$ cat src/sv/cafmt_pkg.sv
// Shared types and constants for the cursor-addressing string formatter.
package cafmt_pkg;

  localparam int BUFFER_BYTES = 64;
  // Plain elements are dropped once the count reaches this level.
  localparam logic [8:0] CAP_LEVEL = 9'(BUFFER_BYTES - 9);

  localparam logic [7:0] CH_PCT  = 8'h25;
  localparam logic [7:0] CH_I    = 8'h69;
  localparam logic [7:0] CH_D    = 8'h64;
  localparam logic [7:0] CH_TWO  = 8'h32;
  localparam logic [7:0] CH_THREE = 8'h33;
  localparam logic [7:0] CH_DOT  = 8'h2E;
  localparam logic [7:0] CH_PLUS = 8'h2B;
  localparam logic [7:0] CH_R    = 8'h72;
  localparam logic [7:0] CH_ZERO = 8'h30;

  typedef enum logic [1:0] {
    PH_PLAIN = 2'd0,
    PH_PCT   = 2'd1,
    PH_PLUS  = 2'd2
  } phase_t;

  typedef enum logic [1:0] {
    JOB_BYTE = 2'd0,
    JOB_DEC  = 2'd1,
    JOB_MARK = 2'd2
  } job_kind_t;

  // One unit of output work: a single byte, a decimal run or an end marker.
  typedef struct packed {
    job_kind_t   kind;
    logic [15:0] value;   // byte in the low eight bits, or the number to print
    logic [2:0]  pos;     // index of the most significant digit to print
    logic        last;    // the template ends with this work
  } job_t;

endpackage

$ cat src/sv/cursor_address_string_formatter.sv
// Expands a termcap-style cursor-addressing template, one template byte per input
// transaction, into output bytes. A byte that produces at most one result is
// taken every cycle while out_stall is low; its result appears on the following
// cycle. A decimal escape (%d, %2, %3) produces one to five digit transactions,
// sent one per cycle while out_stall is low by the serialiser from its result
// register; while they drain, the input is stalled, and the next byte is taken
// in the cycle that the final digit is taken. A byte that produces nothing adds
// no output transaction and does not hold up the input. The marker transaction
// with byte_valid low appears only when the final template byte emits nothing.
module cursor_address_string_formatter (
  input  logic        clk,
  input  logic        rst,
  input  logic        in_valid,
  output logic        in_stall,
  input  logic [7:0]  fmt_byte,
  input  logic        first,
  input  logic        last,
  input  logic [11:0] column,
  input  logic [11:0] row,
  output logic        out_valid,
  input  logic        out_stall,
  output logic [7:0]  out_byte,
  output logic        byte_valid,
  output logic        run_last,
  output logic        string_end
);

  logic            ready;
  logic            accept;
  logic            job_en;
  cafmt_pkg::job_t job;

  assign in_stall = !ready;
  assign accept   = in_valid && ready;

  cafmt_ctrl u_ctrl (
    .clk      (clk),
    .rst      (rst),
    .accept   (accept),
    .fmt_byte (fmt_byte),
    .first    (first),
    .last     (last),
    .column   (column),
    .row      (row),
    .job_en   (job_en),
    .job      (job)
  );

  cafmt_ser u_ser (
    .clk        (clk),
    .rst        (rst),
    .load       (accept),
    .job_en     (job_en),
    .job        (job),
    .out_stall  (out_stall),
    .ready      (ready),
    .out_valid  (out_valid),
    .out_byte   (out_byte),
    .byte_valid (byte_valid),
    .run_last   (run_last),
    .string_end (string_end)
  );

endmodule

$ cat src/sv/cafmt_ctrl.sv
// Template decoder: argument, turn, escape and count state, one byte per transaction.
module cafmt_ctrl (
  input  logic               clk,
  input  logic               rst,
  input  logic               accept,
  input  logic [7:0]         fmt_byte,
  input  logic               first,
  input  logic               last,
  input  logic [11:0]        column,
  input  logic [11:0]        row,
  output logic               job_en,
  output cafmt_pkg::job_t    job
);

  logic [15:0]       arg_a, arg_b;
  logic              turn;
  cafmt_pkg::phase_t escape_phase;
  logic [8:0]        emitted_count;

  logic [15:0]       arg_a_next, arg_b_next;
  logic              turn_next;
  cafmt_pkg::phase_t escape_phase_next;
  logic [8:0]        emitted_count_next;

  logic [15:0]       a_eff, b_eff, cur;
  logic              t_eff;
  cafmt_pkg::phase_t p_eff;
  logic [8:0]        c_eff;
  logic              emit_byte, emit_dec;
  logic [7:0]        byte_val;
  logic [1:0]        min_w;
  logic [2:0]        n_dig, n_out;

  function automatic logic [2:0] dec_len(input logic [15:0] v);
    logic [2:0] n;
    if (v >= 16'd10000) n = 3'd5;
    else if (v >= 16'd1000) n = 3'd4;
    else if (v >= 16'd100) n = 3'd3;
    else if (v >= 16'd10) n = 3'd2;
    else n = 3'd1;
    return n;
  endfunction

  always_comb begin
    a_eff = first ? {4'd0, row} : arg_a;
    b_eff = first ? {4'd0, column} : arg_b;
    t_eff = first ? 1'b0 : turn;
    p_eff = first ? cafmt_pkg::PH_PLAIN : escape_phase;
    c_eff = first ? 9'd0 : emitted_count;
    cur   = t_eff ? b_eff : a_eff;

    arg_a_next         = a_eff;
    arg_b_next         = b_eff;
    turn_next          = t_eff;
    escape_phase_next  = p_eff;
    emitted_count_next = c_eff;
    emit_byte = 1'b0;
    emit_dec  = 1'b0;
    byte_val  = fmt_byte;
    min_w     = 2'd1;

    unique case (p_eff)
      cafmt_pkg::PH_PLAIN: begin
        if (c_eff < cafmt_pkg::CAP_LEVEL) begin
          if (fmt_byte == cafmt_pkg::CH_PCT) begin
            escape_phase_next = cafmt_pkg::PH_PCT;
          end else begin
            emit_byte = 1'b1;
          end
        end
      end
      cafmt_pkg::PH_PCT: begin
        escape_phase_next = cafmt_pkg::PH_PLAIN;
        case (fmt_byte)
          cafmt_pkg::CH_I: begin
            arg_a_next = a_eff + 16'd1;
            arg_b_next = b_eff + 16'd1;
          end
          cafmt_pkg::CH_D: begin
            emit_dec  = 1'b1;
            turn_next = ~t_eff;
          end
          cafmt_pkg::CH_TWO: begin
            emit_dec  = 1'b1;
            min_w     = 2'd2;
            turn_next = ~t_eff;
          end
          cafmt_pkg::CH_THREE: begin
            emit_dec  = 1'b1;
            min_w     = 2'd3;
            turn_next = ~t_eff;
          end
          cafmt_pkg::CH_DOT: begin
            emit_byte = 1'b1;
            byte_val  = cur[7:0];
            turn_next = ~t_eff;
          end
          cafmt_pkg::CH_PLUS: escape_phase_next = cafmt_pkg::PH_PLUS;
          cafmt_pkg::CH_R: begin
            arg_a_next = b_eff;
            arg_b_next = a_eff;
          end
          cafmt_pkg::CH_PCT: begin
            emit_byte = 1'b1;
            byte_val  = cafmt_pkg::CH_PCT;
          end
          default: ;
        endcase
      end
      default: begin
        escape_phase_next = cafmt_pkg::PH_PLAIN;
        emit_byte = 1'b1;
        byte_val  = cur[7:0] + fmt_byte;
        turn_next = ~t_eff;
      end
    endcase

    n_dig = dec_len(cur);
    n_out = (n_dig < {1'b0, min_w}) ? {1'b0, min_w} : n_dig;

    if (emit_byte) begin
      emitted_count_next = c_eff + 9'd1;
    end else if (emit_dec) begin
      emitted_count_next = c_eff + {6'd0, n_out};
    end

    if (last) begin
      escape_phase_next = cafmt_pkg::PH_PLAIN;
    end

    job_en     = emit_byte | emit_dec | last;
    job.kind   = emit_dec ? cafmt_pkg::JOB_DEC :
                 (emit_byte ? cafmt_pkg::JOB_BYTE : cafmt_pkg::JOB_MARK);
    job.value  = emit_dec ? cur : {8'd0, byte_val};
    job.pos    = emit_dec ? (n_out - 3'd1) : 3'd0;
    job.last   = last;
  end

  always_ff @(posedge clk) begin
    if (rst) begin
      arg_a         <= '0;
      arg_b         <= '0;
      turn          <= 1'b0;
      escape_phase  <= cafmt_pkg::PH_PLAIN;
      emitted_count <= '0;
    end else if (accept) begin
      arg_a         <= arg_a_next;
      arg_b         <= arg_b_next;
      turn          <= turn_next;
      escape_phase  <= escape_phase_next;
      emitted_count <= emitted_count_next;
    end
  end

endmodule

$ cat src/sv/cafmt_ser.sv
// Result register and serialiser: one output transaction per byte, digit or end marker.
module cafmt_ser (
  input  logic            clk,
  input  logic            rst,
  input  logic            load,
  input  logic            job_en,
  input  cafmt_pkg::job_t job,
  input  logic            out_stall,
  output logic            ready,
  output logic            out_valid,
  output logic [7:0]      out_byte,
  output logic            byte_valid,
  output logic            run_last,
  output logic            string_end
);

  logic            busy;
  cafmt_pkg::job_t cur;
  logic [16:0]     pw;
  logic [3:0]      digit;
  logic [16:0]     dp;
  logic [15:0]     rem;
  logic            fin;
  logic            out_acc;

  always_comb begin
    unique case (cur.pos)
      3'd0:    pw = 17'd1;
      3'd1:    pw = 17'd10;
      3'd2:    pw = 17'd100;
      3'd3:    pw = 17'd1000;
      default: pw = 17'd10000;
    endcase
    // The remaining value is below ten times pw, so the digit is found by
    // nine parallel compares against its multiples.
    digit = 4'd0;
    dp    = 17'd0;
    for (int j = 1; j <= 9; j++) begin
      if ({1'b0, cur.value} >= 17'(j) * pw) begin
        digit = 4'(j);
        dp    = 17'(17'(j) * pw);
      end
    end
    rem = 16'({1'b0, cur.value} - dp);
  end

  assign fin     = (cur.kind != cafmt_pkg::JOB_DEC) || (cur.pos == 3'd0);
  assign out_acc = busy && !out_stall;
  assign ready   = !busy || (!out_stall && fin);

  assign out_valid  = busy;
  assign byte_valid = (cur.kind != cafmt_pkg::JOB_MARK);
  assign run_last   = fin;
  assign string_end = fin && cur.last;

  always_comb begin
    case (cur.kind)
      cafmt_pkg::JOB_DEC:  out_byte = cafmt_pkg::CH_ZERO + {4'd0, digit};
      cafmt_pkg::JOB_BYTE: out_byte = cur.value[7:0];
      default:             out_byte = 8'd0;
    endcase
  end

  always_ff @(posedge clk) begin
    if (rst) begin
      busy <= 1'b0;
    end else if (load) begin
      busy <= job_en;
    end else if (out_acc && fin) begin
      busy <= 1'b0;
    end
  end

  always_ff @(posedge clk) begin
    if (load) begin
      cur <= job;
    end else if (out_acc && !fin) begin
      cur.value <= rem;
      cur.pos   <= cur.pos - 3'd1;
    end
  end

endmodule

$ cat config.mk
export PLATFORM = sky130hd
export DESIGN_NAME = cursor_address_string_formatter
export DESIGN_NICKNAME = d
export VERILOG_FILES = /design/src/sv/cafmt_pkg.sv /design/src/sv/cursor_address_string_formatter.sv /design/src/sv/cafmt_ctrl.sv /design/src/sv/cafmt_ser.sv
export SDC_FILE = /design/constraint.sdc
export NUM_CORES = 1
export LEC_CHECK = 0
export BUFFER_PORTS_ARGS = -buffer_cell sky130_fd_sc_hd__buf_2
export CORE_ASPECT_RATIO = 2
export CORE_MARGIN = 10
export CORE_UTILIZATION = 25
export CTS_CLUSTER_DIAMETER = 50
export CTS_CLUSTER_SIZE = 10
export DETAILED_ROUTE_END_ITERATION = 10
export SLEW_MARGIN = 20
export SYNTH_ARGS = -nofsm -noshare
export SYNTH_HDL_FRONTEND = slang
export SYNTH_HIERARCHICAL = 1
export SYNTH_SLANG_ARGS = --single-unit
$ cat constraint.sdc
create_clock -name clk -period 10.5 [get_ports clk]
set_clock_uncertainty 0.05 [all_clocks]
set_input_delay 1.575 -clock clk [delete_from_list [all_inputs] [get_ports clk]]
set_output_delay 1.575 -clock clk [all_outputs]
set_load 0.03 [all_outputs]
==> summary.txt, run 1 <==
Placement
  – DP HPWL: 39.08 mm
  – Cells after DPL: 1997
  – RePlAce Congestion: 1.053
  – IO buf count: 50

Die
  – Initial cell density of the core: 25.32%
  – Die H: 316.4 µm
  – Top Ports: 51
  – DIE AREA: 53230 µm²
  – Core Footprint: 43380 µm²
  – Row count: 108
  – Die Width: 168.2 µm

Flow run
  – Maxcap violations: 0

GRT
  – Met3 usage: 1.884%
  – Largest net degree at the start of global routing: 69
  – Vias in the first global route: 11.97k
  – Total GRT Usage: 17.67%
  – First-pass GRT wire length: 72.72 mm
  – Initial antenna violation count: 2
  – GR peak layer: met2
  – Total global routing overflow: 0
  – Met1 usage: 15.85%
  – M2 GR Usage: 34.14%

Synth
  – Adder-cell area share of the yosys netlist: 18.76%
  – Synth top area share: 16.75%
  – Post-Syn Instances: 1434
  – Cell area after synthesis: 10980 µm²
  – Synth Area in Simple Gates: 22.04%
  – Seq/Total Area, Yosys: 14.22%
  – Top post-synthesis cells by count: ha_1 (147), nand2_1 (124), nor2_1 (122)
  – Syn Area/Cell: 7.659 µm²
  – Prevailing post-synth register cell: dfxtp_1
  – Proportion of synthesized area in mux cells: 5.104%
  – Largest family of logic cells by synthesized area: compound AO/OA/AOI/OAI gates
  – Post-synth ARST share: 0%
  – Yosys cell types: 105
  – Synth Warn #: 6
  – Synth area leaders: ha_1 (17%), dfxtp_1 (8.2%), edfxtp_1 (6.0%)
  – Synthesized flop and latch total: 67
  – Post-synth EDFFs: 22
  – Area leader, netlist: ha_1
  – Synth Area in Compound Gates: 29.64%
  – Post-synthesis xor/xnor area fraction: 3.919%
  – Top-count cell post-synth: ha_1

Routing
  – Drt initial violations: 832
  – Routed WL: 48.67 mm
  – ANT nets after route: 0
  – Post-route DRC: 0
  – Wire length per cell: 24.18 µm
  – Drt pass-1 iters: 8
  – Via density per instance: 5.869
  – Via count: 11.82k

CTS
  – Htree depth: 3
  – Worst-Skew Late Latency: 0.35 ns
  – Post-CTS Setup Inserts: 0
  – Cells resized by post-CTS repair: 0
  – CTS Buffer Depth: 2
  – CTS tree: yes
  – Clk root buf: clkbuf_16
  – CTS sink cnt: 67
  – Quantity of hold-fixing buffers added after cts: 0
  – Worst-path clk slew: 0.06 ns
  – Num CTS Buffers: 9

Timing
  – Worst-margin pin slew: 1.122 ns
  – Setup TNS: 0 ns
  – Hold Violations, Final: 0
  – Tmin final: 8.759 ns
  – Max Fclk: 114.2 MHz
  – Min Hold Slack: 0.4409 ns
  – Unrepaired setup endpoints after global routing: no
  – Relative slew slack: 24.76%
  – Fin crit share: 83.42%
  – Final setup fails: 0
  – Slew Viols, Final: 0

Worst setup path
  – Slowest-stage cell, CP: o41ai_1
  – Crit path DAT: 8.78 ns
  – Worst R2R Path Depth: 30
  – Critical path's top delay family: compound AO/OA/AOI/OAI gates
  – Crit path kind: reg2reg
  – Worst Path Max Fanout: 12
  – WP depth: 30
  – Slowest stage delay, CP: 0.80 ns
  – Buffers & Inverters on Critical Path: 5
  – Worst EP required: 10.52 ns
  – Crit start category: register
  – CP endpoint kind: register

Layout
  – Final non-filler cell total: 2013
  – Area grow syn2layout: 9.911%
  – Layout cells sized above 1: 10.12%
  – Diodes inserted: 0
  – Final core occ: 27.83%
  – Nets@finish: 1653

Hold path
  – Worst hold path depth: 2
  – HP Class: reg2reg

Pwr
  – LEAKAGE: 4.881 nW
  – Maximum VDD drop: 121.6 µV
  – Pwr Density: 262.8 nW/µm²

Outcome
  – Outcome: completed
metrics by stage:
stage	worst slack (ns)	total power [W]	instance area, µm²
4_1_cts	1.984	0.003121	12070
5_1_grt	1.362	0.003391	12070
3_3_place_gp	1.877	0.002791	11780
6_report	1.741	0.003172	12070
2_1_floorplan	3.347	0.002007	10990
3_5_place_dp	2.026	0.002804	11780
where the power goes:
| group | switching [W] | internal, W | leakage [nW] |
|---|---|---|---|
| logic | 0.00149 | 0.000900 | 4.15 |
| registers | 0.000143 | 0.000343 | 0.587 |
| clock network | 0.000121 | 0.000180 | 0.148 |
| total | 0.00175 | 0.00142 | 4.88 |
layer usage:
metal | wire length, µm | share of wire, %
met4 | 4572 | 9.4
met5 | 0 | 0
met1 | 15860 | 33
met2 | 26100 | 54
met3 | 2134 | 4.4
worst register-to-register path, delay by kind of cell, from the launching register on:
kind	cells	cell delay [ns]
simple gates	6	1.64
fa+ha+maj	6	2.20
xor+xnor	1	0.16
compound gates	12	3.19
buf+inv	5	0.80
flops	1	0.44
cell type report:
type,instances,area [µm²]
multi-input cells,1223,8758
well taps,550,688.2
fillers,4678,31310
repair buffers,82,493.0
flip-flops and latches,67,1562
clock buffers,12,267.8
clock inverters,4,21.27
inverters,75,281.5
registers in the layout (all words and copies together) (netlist names):
signal and cells:
u_ctrl/emitted_count 9, u_ctrl/arg_b 16, u_ctrl/arg_a 16, u_ctrl/turn 1, u_ctrl/escape_phase 2, u_ser/cur 22, u_ser/out_valid 1
layout by cell type, fill, tap and decap left out, types with 12 or more instances in the layout:
| cell type | count |
|---|---|
| xor2_1 | 14 |
| o21ai_0 | 99 |
| a31oi_1 | 29 |
| o211ai_1 | 13 |
| xnor2_1 | 32 |
| nand3_1 | 42 |
| a21oi_1 | 101 |
| nor3_1 | 43 |
| o31ai_1 | 17 |
| a211oi_1 | 16 |
| o221ai_1 | 23 |
| a22oi_1 | 12 |
| edfxtp_1 | 22 |
| inv_1 | 72 |
| nand2b_1 | 21 |
| mux2i_1 | 47 |
| nand2_1 | 124 |
| o21a_1 | 25 |
| a21o_1 | 21 |
| buf_2 | 49 |
| nand3b_1 | 14 |
| nor2_1 | 122 |
| buf_4 | 33 |
| ha_1 | 147 |
| dfxtp_1 | 45 |
| nor2b_1 | 18 |
| nand4_1 | 16 |
final timing paths:
path | from | end | slack, ns
worst max register to register | u_ser/cur[1]$_DFFE_PP_ | u_ser/cur[16]$_DFFE_PP_ | 1.74
worst min-delay path | u_ctrl/emitted_count[2]$_SDFFE_PP0P_ | u_ctrl/emitted_count[2]$_SDFFE_PP0P_ | 0.44
worst max-delay path | u_ser/cur[1]$_DFFE_PP_ | u_ser/cur[16]$_DFFE_PP_ | 1.74
worst min register to register | u_ctrl/emitted_count[2]$_SDFFE_PP0P_ | u_ctrl/emitted_count[2]$_SDFFE_PP0P_ | 0.44
logic make-up (layout without fill, tap and decap cells):
| logic type | Yosys count | after routing |
|---|---|---|
| AO/OA/AOI/OAI | 474 | 474 |
| XOR/XNOR | 47 | 47 |
| adder cells (fa/ha/maj) | 159 | 159 |
| buffers and inverters | 147 | 173 |
| flip-flops | 67 | 67 |
| multiplexers | 55 | 55 |
| other | 2 | 5 |
| AND/OR/NAND/NOR | 483 | 483 |
No activity file was read; power rests on OpenSTA's default activity.
==> inputs of run 2 (changes only) <==
==> constraint.sdc (replaced) <==
create_clock -name clk -period 8.4 [get_ports clk]
set_clock_uncertainty 0.05 [all_clocks]
set_input_delay 1.26 -clock clk [delete_from_list [all_inputs] [get_ports clk]]
set_output_delay 1.26 -clock clk [all_outputs]
set_load 0.03 [all_outputs]
==> summary.txt, run 2 (synthesized netlist as in run 1, its figures left out) <==
CTS
  – Quantity of hold-fixing buffers added after cts: 0
  – Worst-Skew Late Latency: 0.34 ns
  – CTS tree: yes
  – CTS sink cnt: 67
  – Worst-path clk slew: 0.06 ns
  – Post-CTS Setup Inserts: 0
  – Num CTS Buffers: 9
  – Clk root buf: clkbuf_16
  – Htree depth: 3
  – CTS Buffer Depth: 2

Timing
  – Min Hold Slack: 0.4396 ns
  – Tmin final: 7.835 ns
  – Max Fclk: 127.6 MHz
  – Hold Violations, Final: 0
  – Setup TNS: 0 ns
  – Final setup fails: 0
  – Fin crit share: 93.28%
  – Worst-margin pin slew: 1.092 ns
  – Slew Viols, Final: 0
  – Setup WS post-layout: 0.5648 ns
  – Relative slew slack: 26.79%
  – Unrepaired setup endpoints after global routing: no

Layout
  – Number of flip-flops in the largest register: 22
  – Largest regs: u_ser/cur: 22 flops, u_ctrl/arg_a: 16 flops, u_ctrl/arg_b: 16 flops
  – Commonest non-fill, non-tap cell in the layout: ha_1
  – Area grow syn2layout: 10.63%
  – Diodes inserted: 0
  – Largest Register: u_ser/cur
  – Finished Cell Area: 12150 µm²
  – Nets@finish: 1661
  – Commonest non-fill, non-tap cells in the layout: ha_1 (147), nand2_1 (124), nor2_1 (122), a21oi_1 (100), o21ai_0 (99)
  – Layout cells sized above 1: 10.81%

Die
  – Top Ports: 51
  – Die H: 316.4 µm
  – Initial cell density of the core: 25.32%
  – Die Width: 168.2 µm
  – Row count: 108
  – DIE AREA: 53230 µm²
  – Core Footprint: 43380 µm²

Placement
  – IO buf count: 50
  – DP HPWL: 40.28 mm
  – RePlAce Congestion: 1.097
  – Worst slack, placed: 0.5985 ns
  – Placed Area: 11840 µm²

Worst setup path
  – Crit path kind: reg2reg
  – Slowest stage delay, CP: 0.57 ns
  – Crit start category: register
  – Worst R2R Path Depth: 32
  – Worst EP required: 8.41 ns
  – Crit path DAT: 7.85 ns
  – Worst Path Max Fanout: 6
  – CP endpoint kind: register
  – Slowest-stage cell, CP: fa_1

GRT
  – Largest net degree at the start of global routing: 76
  – Vias in the first global route: 11.91k
  – Total global routing overflow: 0
  – Total GRT Usage: 18.37%
  – First-pass GRT wire length: 74.82 mm
  – Initial antenna violation count: 1

Routing
  – Via count: 11.75k
  – Met2 Routed Length: 27.00 mm
  – Drt initial violations: 702
  – Routed length on met3: 1.971 mm
  – Met1 WL: 16.56 mm
  – Post-route DRC: 0
  – Via density per instance: 5.816
  – Drt pass-1 iters: 5
  – ANT nets after route: 0
  – Wire length per cell: 24.90 µm
  – DR top layer: met4
  – Routed WL: 50.33 mm

Pwr
  – Pwr Density: 331.6 nW/µm²
  – Maximum VDD drop: 131.7 µV
  – LEAKAGE: 4.930 nW

Hold path
  – Worst hold path depth: 2
  – HP Class: reg2reg

Outcome
  – Outcome: completed

Flow run
  – Maxcap violations: 0
[run 2: cell types whose count changed in the layout (fill, tap and decap cells not counted)]
cell | before | now
inv_4 | 1 | 2
nor3_4 | 0 | 1
a21oi_2 | 4 | 5
buf_4 | 33 | 41
a21oi_1 | 101 | 100
nor3_2 | 3 | 2
clkbuf_16 | 10 | 9
inv_2 | 0 | 1
clkinv_1 | 3 | 2
clkbuf_8 | 1 | 4
clkinv_2 | 3 | 1
clkbuf_1 | 1 | 0
[run 2: final timing paths]
check | start | to | slack (ns)
max reg2reg | u_ser/cur[1]$_DFFE_PP_ | u_ser/cur[18]$_DFFE_PP_ | 0.56
min reg2reg | u_ctrl/emitted_count[2]$_SDFFE_PP0P_ | u_ctrl/emitted_count[2]$_SDFFE_PP0P_ | 0.44
min | u_ctrl/emitted_count[2]$_SDFFE_PP0P_ | u_ctrl/emitted_count[2]$_SDFFE_PP0P_ | 0.44
max | u_ser/cur[1]$_DFFE_PP_ | u_ser/cur[18]$_DFFE_PP_ | 0.56
[run 2: what timing repair did]
action | in CTS | in global routing
endpoints found under the setup margin | 0 | 3
gates resized for setup | 0 | 3
endpoints found under the hold margin | 0 | 0
[run 2: power breakdown]
part	total [W]	switching (W)	internal [W]
Sequential	0.000632	0.000203	0.000429
Combinational	0.00302	0.00186	0.00116
Clock	0.000381	0.000149	0.000232
[run 2: cell type report]
cell class	count	area [µm²]
Timing Repair Buffer	90	553.0
Sequential cell	67	1562
Multi-Input combinational cell	1223	8768
Clock buffer	13	280.3
Tap cell	550	688.2
Inverter	75	281.5
Clock inverter	3	17.52
Fill cell	4651	31230
[run 2: worst max-delay path, delay by kind of cell (launching register included)]
kind / cells / cell delay [ns]
adder cells (fa/ha/maj): 6 / 2.18
XOR/XNOR: 2 / 0.37
AO/OA/AOI/OAI: 14 / 2.65
AND/OR/NAND/NOR: 6 / 1.17
flip-flops: 1 / 0.45
buffers and inverters: 4 / 0.66
[run 2: metal layers]
layer,track usage (%),vias up
met5,0,-
met4,15.95,0
met3,2.194,197
met2,35.29,456
met1,16.47,5625
li1,-,5476
[run 2: stage by stage]
step / total power [W] / util [%] / cells
5_1_grt: 0.004320 / 28.01 / 2021
3_3_place_gp: 0.003554 / 27.30 / 2005
3_5_place_dp: 0.003572 / 27.30 / 2005
4_1_cts: 0.003975 / 27.99 / 2021
6_report: 0.004029 / 28.01 / 2021
2_1_floorplan: 0.002509 / - / 1437
==> inputs of run 3 (changes only) <==
--- a/config.mk
+++ b/config.mk
@@ -5,13 +5,14 @@
 export SDC_FILE = /design/constraint.sdc
 export NUM_CORES = 1
 export LEC_CHECK = 0
-export BUFFER_PORTS_ARGS = -buffer_cell sky130_fd_sc_hd__buf_2
+export BUFFER_PORTS_ARGS = -buffer_cell sky130_fd_sc_hd__clkbuf_2
 export CORE_ASPECT_RATIO = 2
 export CORE_MARGIN = 10
 export CORE_UTILIZATION = 25
 export CTS_CLUSTER_DIAMETER = 50
 export CTS_CLUSTER_SIZE = 10
 export DETAILED_ROUTE_END_ITERATION = 10
+export HOLD_SLACK_MARGIN = 0.08
 export SLEW_MARGIN = 20
 export SYNTH_ARGS = -nofsm -noshare
 export SYNTH_HDL_FRONTEND = slang
==> summary.txt, run 3 (synthesized netlist as in run 1, its figures left out) <==
Routing
  – Drt initial violations: 716
  – Via count: 11.78k
  – Wire length per cell: 24.64 µm
  – Post-route DRC: 0
  – ANT nets after route: 0
  – Via density per instance: 5.819
  – Routed WL: 49.90 mm
  – Drt pass-1 iters: 8

CTS
  – Cells resized by post-CTS repair: 0
  – Num CTS Buffers: 9
  – Htree depth: 3
  – Post-CTS Setup Inserts: 0
  – CTS sink cnt: 67
  – Quantity of hold-fixing buffers added after cts: 0
  – Worst-path clk slew: 0.06 ns
  – CTS Buffer Depth: 2
  – Clk root buf: clkbuf_16
  – CTS tree: yes
  – Worst-Skew Late Latency: 0.35 ns

Worst setup path
  – Worst Path Max Fanout: 10
  – Crit path DAT: 7.80 ns
  – Slowest stage delay, CP: 0.73 ns
  – Crit start category: register
  – Worst EP required: 8.46 ns
  – CP endpoint kind: register
  – CP dominant cell by count: ha_1
  – Slowest-stage cell, CP: a221oi_1
  – Worst R2R Path Depth: 30
  – Crit path kind: reg2reg

Placement
  – IO buf count: 50
  – Worst slack, placed: 0.7096 ns
  – RePlAce Congestion: 1.117
  – DP HPWL: 39.71 mm

Layout
  – Number of flip-flops in the largest register: 22
  – Final core occ: 28.09%
  – Layout cells sized above 1: 10.92%
  – Nets@finish: 1664
  – Commonest non-fill, non-tap cells in the layout: ha_1 (147), nand2_1 (124), nor2_1 (122), a21oi_1 (101), o21ai_0 (99)
  – Largest regs: u_ser/cur: 22 flops, u_ctrl/arg_a: 16 flops, u_ctrl/arg_b: 16 flops
  – Largest Register: u_ser/cur
  – Area grow syn2layout: 10.92%
  – Commonest non-fill, non-tap cell in the layout: ha_1

Timing
  – Fin crit share: 92.16%
  – Setup WS post-layout: 0.6584 ns
  – Final setup fails: 0
  – Max Fclk: 129.2 MHz
  – Setup TNS: 0 ns
  – Unrepaired setup endpoints after global routing: no
  – Tmin final: 7.742 ns
  – Slew Viols, Final: 0
  – Hold Violations, Final: 0
  – Relative slew slack: 26.83%
  – Worst-margin pin slew: 1.091 ns

Die
  – Die H: 316.4 µm
  – Core Footprint: 43380 µm²
  – DIE AREA: 53230 µm²
  – Row count: 108
  – Top Ports: 51
  – Die Width: 168.2 µm
  – Initial cell density of the core: 25.32%

Pwr
  – LEAKAGE: 4.949 nW
  – Maximum VDD drop: 140.7 µV
  – Pwr Density: 333.6 nW/µm²

Flow run
  – Maxcap violations: 0

GRT
  – Initial antenna violation count: 1
  – First-pass GRT wire length: 74.32 mm
  – Total global routing overflow: 0
  – Total GRT Usage: 18.22%
  – Largest net degree at the start of global routing: 82
  – Vias in the first global route: 12.14k

Hold path
  – HP Class: reg2reg
  – Worst hold path depth: 2

Outcome
  – Outcome: completed
[run 3: worst max-delay path, delay by kind of cell (launching register included)]
| kind | cells | cell delay (ns) |
|---|---|---|
| AO/OA/AOI/OAI | 13 | 3.29 |
| adder cells (fa/ha/maj) | 5 | 1.64 |
| AND/OR/NAND/NOR | 8 | 1.29 |
| buffers and inverters | 3 | 0.46 |
| flip-flops | 1 | 0.43 |
| XOR/XNOR | 1 | 0.30 |
[run 3: power breakdown]
group,switching (W),leakage [nW],total (W),internal [W]
Clock,0.000161,0.156,0.000409,0.000247
Combinational,0.00188,4.21,0.00305,0.00117
Sequential,0.000178,0.587,0.000606,0.000429
[run 3: final timing paths]
kind / start / endpoint / slack (ns)
setup / recovery: u_ser/cur[1]$_DFFE_PP_ / u_ser/cur[19]$_DFFE_PP_ / 0.66
hold / removal: u_ctrl/arg_a[9]$_SDFFE_PP0P_ / u_ctrl/arg_a[9]$_SDFFE_PP0P_ / 0.45
setup reg to reg: u_ser/cur[1]$_DFFE_PP_ / u_ser/cur[19]$_DFFE_PP_ / 0.66
hold reg to reg: u_ctrl/arg_a[9]$_SDFFE_PP0P_ / u_ctrl/arg_a[9]$_SDFFE_PP0P_ / 0.45
[run 3: area by class of cell]
cell class	instances	area [µm²]
Multi-Input combinational cell	1223	8758
Clock inverter	5	58.81
Clock buffer	11	252.7
Antenna cell	1	2.502
Fill cell	4683	31190
Inverter	75	285.3
Tap cell	550	688.2
Sequential cell	67	1562
Timing Repair Buffer	93	575.6
[run 3: per-stage QoR]
| stage | hold slack [ns] | total power, W | instances | area, µm² |
|---|---|---|---|---|
| floorplan | 0.4096 | 0.002509 | 1437 | 10990 |
| finish | 0.4454 | 0.004064 | 2025 | 12180 |
| detailed placement | 0.4340 | 0.003575 | 2008 | 11870 |
| global placement | 0.4293 | 0.003538 | 2008 | 11870 |
| global route | 0.4648 | 0.004382 | 2024 | 12180 |
| CTS | 0.4456 | 0.004007 | 2024 | 12180 |
[run 3: layer usage]
metal	wire, µm	global-route usage, %	share of wire, %	vias up
li1	-	-	-	5492
met1	16180	15.76	32	5608
met2	26490	34.76	53	486
met3	2267	2.839	4.5	198
met4	4968	16.90	10	0
met5	0	0	0	-
